$ cat config.mk
export PLATFORM = sky130hd
export DESIGN_NAME = brmt_front
export DESIGN_NICKNAME = d
export VERILOG_FILES = /design/src/rtl/brmt_pkg.sv /design/src/rtl/brmt_front.sv
export SDC_FILE = /design/constraint.sdc
export NUM_CORES = 1
export LEC_CHECK = 0
export ABC_AREA = 0
export BUFFER_PORTS_ARGS = -buffer_cell sky130_fd_sc_hd__buf_2
export CAP_MARGIN = 0
export CORE_MARGIN = 2
export CORE_UTILIZATION = 40
export DETAILED_ROUTE_END_ITERATION = 7
export PLACE_DENSITY = 0.59
export SLEW_MARGIN = 30
export SYNTH_ARGS = -nofsm -noshare
export SYNTH_HDL_FRONTEND = slang
export SYNTH_SLANG_ARGS = --single-unit
$ cat constraint.sdc
create_clock -name clk -period 3.8 [get_ports clk]
set_input_delay 0.57 -clock clk [delete_from_list [all_inputs] [get_ports clk]]
set_output_delay 0.57 -clock clk [all_outputs]
set_load 0.05 [all_outputs]
$ cat src/rtl/brmt_pkg.sv
`timescale 1ns / 1ps
// ----------------------------------------------------------------------------
// brmt_pkg: shared types and constants
// Generator constants, request queue entry and state codes.
// ----------------------------------------------------------------------------
package brmt_pkg;

    localparam int unsigned TwN = 624;
    localparam int unsigned TwM = 397;
    localparam int unsigned IdxW = 10;
    localparam logic [31:0] SeedReset = 32'd5489;
    localparam logic [31:0] InitMul = 32'd1812433253;
    localparam logic [31:0] MatrixA = 32'h9908b0df;
    localparam int unsigned QDepth = 2;
    localparam int unsigned QPtrW = 1;

    // classified request handed from front to back
    typedef struct packed {
        logic        draw;      // needs a generator word
        logic        bad;
        logic [31:0] lo;
        logic [31:0] span;      // hi - lo + 1, below 2^31
    } req_t;

    typedef enum logic [3:0] {
        ST_SEED,      // write seed chain into memory
        ST_SEED_MUL,
        ST_IDLE,
        ST_TW_RD0,    // twist: read word i
        ST_TW_RD1,    // read word i+1
        ST_TW_RD2,    // read word i+M
        ST_TW_WR,
        ST_DRAW_RD,
        ST_DRAW_WAIT,
        ST_DIV,
        ST_OUT
    } state_t;

    function automatic logic [31:0] temper(input logic [31:0] w);
        logic [31:0] y;
        y = w ^ (w >> 11);
        y = y ^ ((y << 7) & 32'h9d2c5680);
        y = y ^ ((y << 15) & 32'hefc60000);
        y = y ^ (y >> 18);
        return y;
    endfunction

endpackage

$ cat src/rtl/brmt_front.sv
`timescale 1ns / 1ps
// ----------------------------------------------------------------------------
// brmt_front: request classifier and queue
// Checks bounds, computes the span and holds requests for the back end.
// ----------------------------------------------------------------------------
module brmt_front (
    input  logic              clk,
    input  logic              rst_n,
    input  logic              push,
    output logic              full,
    input  logic [31:0]       lo_bound,
    input  logic [31:0]       hi_bound,
    output logic              q_valid,
    output brmt_pkg::req_t    q_head,
    input  logic              q_take
);

    brmt_pkg::req_t           mem_reg [brmt_pkg::QDepth];
    logic [brmt_pkg::QPtrW:0] cnt_reg, cnt_next;
    logic [brmt_pkg::QPtrW-1:0] wr_reg, rd_reg;
    brmt_pkg::req_t           cls;
    logic signed [32:0]       lo_x, hi_x, diff;
    logic                     do_push, do_pop;

    always_comb
    begin
        lo_x = {lo_bound[31], lo_bound};
        hi_x = {hi_bound[31], hi_bound};
        diff = hi_x - lo_x;
        cls.lo = lo_bound;
        cls.span = diff[31:0] + 32'd1;
        // reversed or span of 2^31 or more (diff >= 2^31 - 1)
        cls.bad = diff[32] || (diff[31:0] >= 32'h7fffffff);
        cls.draw = !cls.bad && (diff[31:0] != 32'd0);
    end

    assign full = (cnt_reg == (brmt_pkg::QPtrW+1)'(brmt_pkg::QDepth));
    assign q_valid = (cnt_reg != '0);
    assign q_head = mem_reg[rd_reg];
    assign do_push = push && !full;
    assign do_pop = q_take && q_valid;

    always_comb
    begin
        cnt_next = cnt_reg;
        if (do_push && !do_pop)
            cnt_next = cnt_reg + 1'b1;
        else if (!do_push && do_pop)
            cnt_next = cnt_reg - 1'b1;
    end

    always_ff @(posedge clk or negedge rst_n)
    begin
        if (!rst_n)
        begin
            cnt_reg <= '0;
            wr_reg <= '0;
            rd_reg <= '0;
        end
        else
        begin
            cnt_reg <= cnt_next;
            if (do_push)
                wr_reg <= wr_reg + 1'b1;
            if (do_pop)
                rd_reg <= rd_reg + 1'b1;
        end
    end

    always_ff @(posedge clk)
    begin
        if (do_push)
            mem_reg[wr_reg] <= cls;
    end

endmodule

* Word level (Yosys, flattened, before mapping)
Memories as Yosys holds them, arrays and structs flattened.
Cells that the tools add are included.
** Cells by class
- Add/subtract/negate cells :: 6
- Magnitude comparators :: 1
- Eq/ne operators :: 1
- Muxes and demuxes :: 4
- Reductions and logical operators :: 13
** Operators by type and width (number)
- subtractor 32 x 32 -> 33 bit :: 1
- adder 32 x 1 -> 32 bit (second input constant) :: 1
- >= comparator 32 x 31 -> 1 bit (second input constant) :: 1
- nonzero test 32 bit :: 1
- logical AND 1 bit :: 5
- zero test 1 bit :: 4
- 2-to-1 mux 2 bit :: 2
- nonzero test 2 bit :: 2
- adder 1 bit (second input constant) :: 2
- adder 2 x 1 -> 2 bit (second input constant) :: 1
- == test 2 bit (second input constant) :: 1
- 2-to-1 mux 1 bit :: 2
- subtractor 2 x 1 -> 2 bit (second input constant) :: 1
- logical OR 1 bit :: 1
** Word-level totals
- Flip-flop bits (word level) :: 4
- Memory bits (writable) :: 132
- Input bits :: 68
- Output and inout port bits :: 68
- Word-level logic and storage cells :: 29
- Memories :: 1
** Memories
- mem_reg :: words 2, width 66, read ports 1, clocked after Yosys merged registers in 0, write ports 1, line brmt_front.sv:18 : brmt_pkg::req_t mem_reg [brmt_pkg::QDepth];

* Depth between registers and ports, before layout
Gate-level depths: netlist of run 1.
- Depth in word-level cells :: 7
- Gate-level depth with buffers :: 13
- Gate-level depth less buffers :: 13

* Worst setup path after synthesis of run 1
OpenSTA, ideal clock, no wires.
- Kind :: input-to-reg
- Start point :: input port push
- End point :: memory mem_reg[0][0] in the netlist's numbering (enable)
- Arrival time :: 3.417 ns
- Setup slack :: -0.108 ns
- Stages on the path :: 2
- Path through :: nand2_1 nor2_1
** On the way
- Word-level cells in the longest chain between the ends :: 3
** RTL lines
- start: declaration :: line brmt_front.sv:9 : input logic push,
- logical AND 1 bit :: line brmt_front.sv:40 : assign do_push = push && !full;
- 2-to-1 mux 1 bit :: line brmt_front.sv:72 : if (do_push)
- 2-to-1 mux 1 bit (implied by the code) :: line brmt_front.sv:73 : mem_reg[wr_reg] <= cls;
- end: declaration :: line brmt_front.sv:18
Every way passes these cells.

==> summary.md, run 1 <==
| Metric | Value |
|---|---|
| IO Pins | `136` |
| Clock latency on the worst-skew pair | `0.43 ns` |
| Cell count after synthesis | `716` |
| Hold_sp | `lo_bound[3]` |
| FFs w/ async S/R, synth | `2.941%` |
| Register area | `4065 um^2` |
| Worst Path Buf+Inv | `3` |
| Crit path cell chain | `buf_2, inv_1, ha_1, inv_1, fa_1, a21oi_1, o211ai_1, a31o_2, a221o_1, xnor2_1, or4bb_1, nor4b_1, a21oi_1` |
| Synth area leader | `edfxtp_1` |
| Total setup buffers inserted after CTS | `0` |
| Reg2Reg Setup Slack | `1.70 ns` |
| Slew HR | `43.66%` |
| WHS Endpoint | `mem_reg[1][35]` |
| Crit path launch type | `input pin` |
| Crit. Startpoint | `hi_bound[0]` |
| Most frequent cell after synthesis | `edfxtp_1` |
| Area Overhead vs Synth | `25.39%` |
| Mean area per synthesized cell | `11.54 um^2` |
| Critical path class | `input pin to flop` |
| IR drop worst, VDD | `0.4154 mV` |
| Leakage | `4.113 nW` |
| Clk pin slew, worst setup/hold paths | `0.06 ns` |
| Final Critical Period | `3.445 ns` |
| Pre-CTS setup slack | `-0.1814 ns` |
| Initial antenna violation count | `0` |
| Initial DRC Count | `308` |
| DR vias/cell | `5.185` |
| Design area | `10360 um^2` |
| Yosys warning count | `0` |
| Largest cells by area after synthesis | `edfxtp_1 48%, mux2_2 9.1%, ha_1 5.5%` |
| Nets | `1023` |
| Ys flop type | `edfxtp_1` |
| CTS root buf | `clkbuf_16` |
| Setup ws final | `0.3553 ns` |
| Placed Instances | `1168` |
| Global-route wire length before repair | `30880 um` |
| Run status | `finished, final reports clean` |
| Max cap viols | `0` |
| Starting density of the core | `40.82%` |
| RSZ-0062 raised after global routing | `no` |
| Final setup vio count | `0` |
| Syn Nets | `821` |
| Data arrival, critical path | `3.60 ns` |
| GR Util All Layers | `17.96%` |
| Ant diodes | `0` |
| CP delay by family, top | `compound AO/OA/AOI/OAI gates` |
| Final Non-Filler Cells | `1201` |
| Reg2reg end | `mem_reg[0][38]` |
| Fill count | `1843` |
| Row cnt | `52` |
| Share of Yosys cell area claimed by the top area cell type | `47.99%` |
| Hold Violations, Final | `0` |
| Period utilisation layout | `90.65%` |
| Die H | `147.7 um` |
| H-tree levels | `4` |
| CTS tree | `built` |
| Final GP Congestion | `0.8865` |
| HP Class | `input pin to flop` |
| Layout cell share with drive strength beyond 1 | `36.20%` |
| Vias in the first global route | `6107` |
| Largest net degree at the start of global routing | `43` |
| Grt total ovfl | `0` |
| Number of flops mapped to enable cells by yosys | `132` |
| DIE WIDTH | `147.7 um` |
| Total CTS buffers | `17` |
| Dpl hpwl | `14740 um` |
| Max-slew violations | `0` |
| Antenna Nets Post-Route | `0` |
| Largest register FFs | `132` |
| Post-Place Cell Area | `9733 um^2` |
| First drt pass iteration count | `5` |
| RR Startpoint | `cnt_reg[0]` |
| CTS Sinks | `136` |
| Post-Route WL | `19350 um` |
| Via count | `6227` |
| PwrDens | `692.8 nW/um^2` |
| Worst hold stages | `1` |
| Post-Route Utilization | `51.18%` |
| Crit Path Max Fanout | `3` |
| Post-synthesis sequential area ratio | `49.20%` |
| Deepest clock path buffer count | `2` |
| Slew @ Worst Pin | `0.8451 ns` |
| #FFs+latches synth | `136` |
| DR WL/cell | `16.11 um` |
| Achievable Freq | `290.3 MHz` |
| CP peak stage delay | `0.43 ns` |
| Setup tns final | `0 ns` |
| Depth of the most critical reg-to-reg path | `4` |
| Post-synthesis cell area | `8259 um^2` |
| Residual DRC count | `0` |
| Distinct cells, synth | `75` |
| Crit. End Element | `flop` |
| Core area | `20230 um^2` |
| Area of the multi-input gates | `3946 um^2` |
| Crit-path slowest cell | `or4bb_1` |
| Post-synth top cells | `132 x edfxtp_1, 67 x mux2_2, 49 x nand2_1` |
| IO Port Bufs | `135` |
| Worst EP required | `3.95 ns` |
| Final Skew | `0.007438 ns` |
| Die Area | `21810 um^2` |
worst max-delay path by stage:
stage | slack, ns | end | cells after the start
after global routing | 0.1 | mem_reg[0][65] | 13
final | 0.36 | mem_reg[1][65] | 13
after CTS | 0.24 | mem_reg[1][65] | 13
after detailed placement | -0.18 | mem_reg[1][65] | 13
after floorplan | 0.30 | mem_reg[0][65] | 12
after global placement | -0.11 | mem_reg[1][64] | 13
stage by stage:
stage,power (W),hold WS (ns)
2_1_floorplan,0.004703,0.2744
3_3_place_gp,0.005504,0.3821
3_5_place_dp,0.005523,0.3813
4_1_cts,0.007249,0.3317
5_1_grt,0.007517,0.3294
6_report,0.007175,0.3429
layer usage:
| metal | part of all wire (%) | vias to the layer above | track usage [%] |
|---|---|---|---|
| li1 | - | 3152 | - |
| met1 | 48 | 2921 | 25.30 |
| met2 | 46 | 138 | 28.12 |
| met3 | 4.8 | 16 | 3.735 |
| met4 | 1.2 | 0 | 5.192 |
| met5 | 0 | - | 0 |
where the power goes:
part	switching, W	internal, W
sequential	0.000138	0.00211
clock	0.000668	0.00104
combinational	0.00222	0.00100
total	0.00302	0.00415
logic make-up (layout without fill, tap and decap cells):
logic type / Yosys count / count (layout) / share of synthesized area, %
compound gates: 138 / 138 / 12.15
flops: 136 / 136 / 49.20
mux: 70 / 70 / 9.499
xor+xnor: 46 / 46 / 4.878
simple gates: 222 / 222 / 15.32
fa+ha+maj: 37 / 37 / 5.696
buf+inv: 67 / 282 / 3.257
layout make-up:
class	count	share of cell area (%)
Tap cell	270	3.262
Timing Repair Buffer	207	12.01
Clock inverter	14	1.667
Sequential cell	136	39.25
Inverter	43	1.559
Multi-Input combinational cell	513	38.11
Clock buffer	18	4.144
cell usage in the layout (no fill, tap or decap), drive strengths merged, types with 5 or more instances in the layout:
cell type and n:
a211o 5, a21oi 37, edfxtp 132, a21o 6, nor4 11, inv 46
o31ai 7, and2 12, ha 36, or4 6, nand3 19, xnor2 29
a211oi 8, and3 13, nand4 18, or2 6, o21ai 26, xor2 17
nand2b 5, nor2 32, clkbuf 18, clkinv 6, nor3 18, mux2 67
or3 12, nand2 49, o211ai 11, and4 8, buf 206
worst register-to-register path: cells and delay by family (launching register included):
| kind | cells | cell delay [ns] |
|---|---|---|
| simple gates | 3 | 0.91 |
| buf+inv | 1 | 0.45 |
| flops | 1 | 0.40 |
what timing repair did:
item                                   4_1_cts  5_1_grt
gates resized for setup                      0        2
setup endpoints to repair                    0        2
endpoints found under the hold margin        4        0
hold buffers                                 1        0
No activity file was read; power rests on OpenSTA's default activity.
==> inputs of run 2 (changes only) <==
--- a/config.mk
+++ b/config.mk
@@ -11,7 +11,7 @@
 export CORE_MARGIN = 2
 export CORE_UTILIZATION = 40
 export DETAILED_ROUTE_END_ITERATION = 7
-export PLACE_DENSITY = 0.59
+export PLACE_DENSITY_LB_ADDON = 0.1
 export SLEW_MARGIN = 30
 export SYNTH_ARGS = -nofsm -noshare
 export SYNTH_HDL_FRONTEND = slang
==> run 2 against run 1 <==
  * Sequential power hardly changed
  * Clock-buffer cell count stayed put
  * Combinational power hardly changed
  * Utilization is 0.14 points higher
  * Final area is 0.28% higher
  * Global-route usage is 1.7 points higher
==> summary.md, run 2 (synthesis gave the netlist of run 1 again) <==
| Metric | Value |
|---|---|
| Nets | `1028` |
| Antenna Nets Post-Route | `0` |
| Residual DRC count | `0` |
| HP Class | `input pin to flop` |
| Final setup vio count | `0` |
| Core area | `20230 um^2` |
| Achievable Freq | `284.9 MHz` |
| Worst EP required | `3.95 ns` |
| Global-route wire length before repair | `33880 um` |
| Combinational share of power | `44.8%` |
| Final GP Congestion | `0.9190` |
| WHS Endpoint | `mem_reg[1][48]` |
| Initial antenna violation count | `0` |
| Deepest clock path buffer count | `2` |
| Grt total ovfl | `0` |
| Crit-path slowest cell | `fa_1` |
| Area Overhead vs Synth | `25.74%` |
| GR Util All Layers | `19.64%` |
| Register share of total power | `31.5%` |
| Crit. End Element | `flop` |
| Row cnt | `52` |
| Total CTS buffers | `17` |
| CP delay by family, top | `compound AO/OA/AOI/OAI gates` |
| Pre-CTS setup slack | `-0.1380 ns` |
| Worst Path Buf+Inv | `3` |
| Final Non-Filler Cells | `1206` |
| RR Startpoint | `cnt_reg[0]` |
| First drt pass iteration count | `5` |
| Dpl hpwl | `15960 um` |
| CP peak stage delay | `0.37 ns` |
| Reg2Reg Setup Slack | `1.81 ns` |
| IO Port Bufs | `135` |
| Starting density of the core | `40.82%` |
| Routed wl met3 | `809 um` |
| Largest net degree at the start of global routing | `67` |
| Ant diodes | `0` |
| H-tree levels | `4` |
| Die Area | `21810 um^2` |
| Run status | `finished, final reports clean` |
| DR WL met2 | `9394 um` |
| Critical path class | `input pin to flop` |
| RSZ-0062 raised after global routing | `no` |
| Max cap viols | `0` |
| Met1 wire length | `10270 um` |
| IO Pins | `136` |
| Clock network power share | `23.7%` |
| Post-Route WL | `20770 um` |
| Leakage | `4.142 nW` |
| PwrDens | `693.6 nW/um^2` |
| Commonest cells after routing, fill and taps aside | `135 x buf_2, 132 x edfxtp_1, 74 x buf_4` |
| Hold_sp | `lo_bound[16]` |
| Setup tns final | `0 ns` |
| Depth of the most critical reg-to-reg path | `3` |
| Via count | `6346` |
| Psw | `0.003040 W` |
| Total setup buffers inserted after CTS | `0` |
| Slew HR | `38.71%` |
| Reg2reg end | `mem_reg[1][14]` |
| Initial DRC Count | `325` |
| Crit path cell chain | `buf_2, inv_1, ha_1, inv_1, fa_1, a21oi_1, o211ai_1, a31o_2, a221o_1, xnor2_1, nor4_1, nand4_1, o31ai_1, a21oi_1` |
| Clock latency on the worst-skew pair | `0.41 ns` |
| Sw frac | `42.21%` |
| Vias in the first global route | `6625` |
| Die H | `147.7 um` |
| IR drop worst, VDD | `0.3340 mV` |
| Final Critical Period | `3.510 ns` |
| Max-slew violations | `0` |
| Period utilisation layout | `92.38%` |
| Worst hold stages | `1` |
| Clk pin slew, worst setup/hold paths | `0.07 ns` |
| DIE WIDTH | `147.7 um` |
| CTS root buf | `clkbuf_16` |
| Most common cell after layout, fill and taps aside | `buf_2` |
| Data arrival, critical path | `3.66 ns` |
| Cell Int Power | `0.004163 W` |
| CTS Sinks | `136` |
| Layout cell share with drive strength beyond 1 | `36.54%` |
| Slew @ Worst Pin | `0.9193 ns` |
| Largest register FFs | `132` |
| Crit path launch type | `input pin` |
| CTS tree | `built` |
| Top Metal Used | `met4` |
| Final Skew | `0.006615 ns` |
| DR vias/cell | `5.262` |
| Crit Path Max Fanout | `3` |
| Setup ws final | `0.2895 ns` |
| DR WL/cell | `17.22 um` |
| Hold Violations, Final | `0` |
| Placed Instances | `1173` |
==> run 2: changes by cell type in the layout (fill, tap and decap cells not counted) <==
cell and change:
buf_4 +5, clkinv_1 -2, clkinv_2 +2, clkinv_4 +1, inv_6 -1, nor3_1 +1
nor3_2 -1, nor4_1 +1, nor4_2 -1
==> run 2: metrics by stage <==
stage / total power, W / hold slack [ns] / utilization [%] / cell area (um^2)
4_1_cts: 0.007276 / 0.3343 / 51.32 / 10390
3_3_place_gp: 0.005506 / 0.3749 / 48.29 / 9771
5_1_grt: 0.007549 / 0.3364 / 51.32 / 10390
6_report: 0.007203 / 0.3512 / 51.32 / 10390
2_1_floorplan: 0.004703 / 0.2744 / - / 8262
3_5_place_dp: 0.005554 / 0.3800 / 48.29 / 9771
==> run 2: how the worst max path moves through the flow <==
| stage | startpoint | cells after the start | endpoint | slack, ns |
|---|---|---|---|---|
| 3_3_place_gp | lo_bound[10] | 14 | mem_reg[0][64] | -0.14 |
| 6_report | hi_bound[0] | 14 | mem_reg[1][65] | 0.29 |
| 3_5_place_dp | hi_bound[0] | 14 | mem_reg[1][65] | -0.14 |
| 4_1_cts | hi_bound[0] | 14 | mem_reg[1][65] | 0.30 |
| 2_1_floorplan | hi_bound[0] | 12 | mem_reg[0][65] | 0.30 |
| 5_1_grt | hi_bound[0] | 14 | mem_reg[0][29] | 0.03 |
==> run 2: final cells by class <==
class	count	area, um^2
fill	1806	9849
sequential	136	4065
multi-input combinational	513	3935
timing repair buffer	212	1281
clock buffer	18	429.2
tap	270	337.8
clock inverter	14	175.2
inverter	43	161.4
==> run 2: power by group through the flow <==
stage | combinational (W) | clock (W) | sequential, W
after floorplan | 0.00248 | 0 | 0.00222
after global placement | 0.00322 | 0 | 0.00228
after detailed placement | 0.00325 | 0 | 0.00231
after CTS | 0.00326 | 0.00174 | 0.00228
after global routing | 0.00343 | 0.00181 | 0.00231
final | 0.00323 | 0.00171 | 0.00227
==> run 2: what timing repair did <==
action	in CTS	in global routing
resized for setup	0	0
endpoints found under the hold margin	4	0
hold buffers	1	0
==> run 2: metal layers <==
metal	vias up	track usage (%)
li1	3156	-
met1	3005	28.07
met2	162	30.47
met3	23	3.549
met4	0	6.154
met5	-	0
==> inputs of run 3 (changes only) <==
--- a/config.mk
+++ b/config.mk
@@ -12,6 +12,7 @@
 export CORE_UTILIZATION = 40
 export DETAILED_ROUTE_END_ITERATION = 7
 export PLACE_DENSITY_LB_ADDON = 0.1
+export REMOVE_ABC_BUFFERS = 1
 export SLEW_MARGIN = 30
 export SYNTH_ARGS = -nofsm -noshare
 export SYNTH_HDL_FRONTEND = slang
==> run 3 against run 2 <==
  * Via count grew 1.1%
  * Setup slack lost 0.0083 ns
  * Sequential share of layout area shrank 0.11 points
  * Worst hold slack lost 0.0051 ns
  * Die area is the same
  * Critical path depth is the same
  * Global-route usage is essentially flat
  * Critical endpoint unchanged
==> summary.md, run 3 (synthesis gave the netlist of run 1 again) <==
| Metric | Value |
|---|---|
| Worst Path Buf+Inv | `3` |
| Crit-path slowest cell | `nor4_1` |
| Run status | `finished, final reports clean` |
| Crit path cell chain | `buf_2, inv_1, ha_1, inv_1, fa_1, a21oi_1, o211ai_1, a31o_2, a221o_1, xnor2_1, nor4_1, nand4_1, o31ai_1, a21oi_1` |
| Hold Violations, Final | `0` |
| Clock network power share | `24.1%` |
| WHS Endpoint | `mem_reg[1][52]` |
| Hold_sp | `lo_bound[20]` |
| Post-Route WL | `20880 um` |
| Crit Path Max Fanout | `3` |
| CP peak stage delay | `0.40 ns` |
| Fill count | `1826` |
| Vias in the first global route | `6542` |
| IR drop worst, VDD | `0.3511 mV` |
| H-tree levels | `4` |
| Crit. End Element | `flop` |
| Core area | `20230 um^2` |
| Max cap viols | `0` |
| Data arrival, critical path | `3.68 ns` |
| Crit path launch type | `input pin` |
| Worst hold stages | `1` |
| Final Critical Period | `3.519 ns` |
| Psw | `0.003070 W` |
| Hold WS | `0.3460 ns` |
| Achievable Freq | `284.2 MHz` |
| Commonest cells after routing, fill and taps aside | `135 x buf_2, 132 x edfxtp_1, 76 x buf_4` |
| Ant diodes | `0` |
| DR WL/cell | `17.29 um` |
| Reg2Reg Setup Slack | `1.73 ns` |
| Via count | `6413` |
| HP Class | `input pin to flop` |
| Clk pin slew, worst setup/hold paths | `0.07 ns` |
| IO Port Bufs | `135` |
| Clock latency on the worst-skew pair | `0.43 ns` |
| Nets | `1030` |
| Largest net degree at the start of global routing | `67` |
| Most common cell after layout, fill and taps aside | `buf_2` |
| CTS Sinks | `136` |
| Layout cell share with drive strength beyond 1 | `36.78%` |
| Period utilisation layout | `92.60%` |
| Largest register FFs | `132` |
| Combinational share of power | `44.6%` |
| PwrDens | `696.0 nW/um^2` |
| DR vias/cell | `5.309` |
| Slew @ Worst Pin | `0.9190 ns` |
| Antenna Nets Post-Route | `0` |
| DIE WIDTH | `147.7 um` |
| Global-route wire length before repair | `33560 um` |
| Post-Route Utilization | `51.47%` |
| Critical path class | `input pin to flop` |
| Depth of the most critical reg-to-reg path | `4` |
| Worst EP required | `3.96 ns` |
| Deepest clock path buffer count | `2` |
| Residual DRC count | `0` |
| First drt pass iteration count | `6` |
| Initial DRC Count | `371` |
| CP delay by family, top | `compound AO/OA/AOI/OAI gates` |
| Final setup vio count | `0` |
| Reg2reg end | `mem_reg[0][64]` |
| Total CTS buffers | `17` |
| RSZ-0062 raised after global routing | `no` |
| Starting density of the core | `40.82%` |
| Row cnt | `52` |
| Initial antenna violation count | `0` |
| Cell Int Power | `0.004179 W` |
| RR Startpoint | `cnt_reg[0]` |
| Final GP Congestion | `0.8465` |
| GR Util All Layers | `19.68%` |
| Die Area | `21810 um^2` |
| Sw frac | `42.35%` |
| Register share of total power | `31.3%` |
| Final Skew | `0.008671 ns` |
| Grt total ovfl | `0` |
| CTS root buf | `clkbuf_16` |
| CTS tree | `built` |
| IO Pins | `136` |
| Area Overhead vs Synth | `26.10%` |
| Slew HR | `38.74%` |
| Die H | `147.7 um` |
| Max-slew violations | `0` |
| Leakage | `4.162 nW` |
| Dpl hpwl | `16000 um` |
-- run 3: how the worst max path moves through the flow --
stage                       from        endpoint  slack, ns  cells past startpoint
floorplan                   push   mem_reg[0][0]      -0.11                      2
global placement    lo_bound[11]  mem_reg[1][64]      -0.21                     13
detailed placement   hi_bound[0]  mem_reg[0][65]      -0.13                     14
CTS                  hi_bound[0]  mem_reg[1][65]       0.32                     14
global route         hi_bound[0]  mem_reg[1][65]       0.02                     14
finish               hi_bound[0]  mem_reg[1][65]       0.28                     14
-- run 3: power groups by stage --
stage	Combinational, W	Sequential, W	Clock, W
after CTS	0.00326	0.00228	0.00178
after detailed placement	0.00325	0.00231	0
after global routing	0.00344	0.00231	0.00185
after floorplan	0.00238	0.00232	0
after global placement	0.00323	0.00229	0
final	0.00323	0.00227	0.00175
-- run 3: final cells by class --
cell class	instances	area [um^2]	area share, %
tap	270	337.8	3.244
multi-input combinational	513	3939	37.82
clock buffer	18	429.2	4.121
timing repair buffer	214	1296	12.45
sequential	136	4065	39.03
inverter	43	161.4	1.550
clock inverter	14	186.4	1.790
-- run 3: through the flow --
| stage | TNS, ns | setup slack, ns | instance area, um^2 | std cells | total power, W |
|---|---|---|---|---|---|
| 5_1_grt | 0 | 0.01689 | 10420 | 1208 | 0.007596 |
| 4_1_cts | 0 | 0.3240 | 10410 | 1208 | 0.007323 |
| 3_5_place_dp | -1.135 | -0.1267 | 9786 | 1175 | 0.005558 |
| 3_3_place_gp | -1.441 | -0.2089 | 9786 | 1175 | 0.005512 |
| 2_1_floorplan | -7.099 | -0.1076 | 8152 | 692 | 0.004696 |
| 6_report | 0 | 0.2812 | 10420 | 1208 | 0.007248 |
-- run 3: timing repair --
item	in CTS	in global routing
endpoints found under the hold margin	4	0
hold buffers	1	0
buffers inserted	0	0
gates resized for setup	0	1
endpoints found under the setup margin	0	6
-- run 3: worst reg2reg max path, cell delays in order (launching register included) --
cell and delay, ns:
dfrtp_1 0.41, nand2b_1 0.16, nand2_1 0.14, nor2_4 0.68, buf_12 0.35
-- run 3: metal layers --
layer  wire (um)  vias to the layer above  GRT usage, %
li1            -                     3177             -
met1       10110                     3052         27.62
met2        9603                      163         31.00
met3         892                       21         3.735
met4         274                        0         6.106
met5           0                        -             0
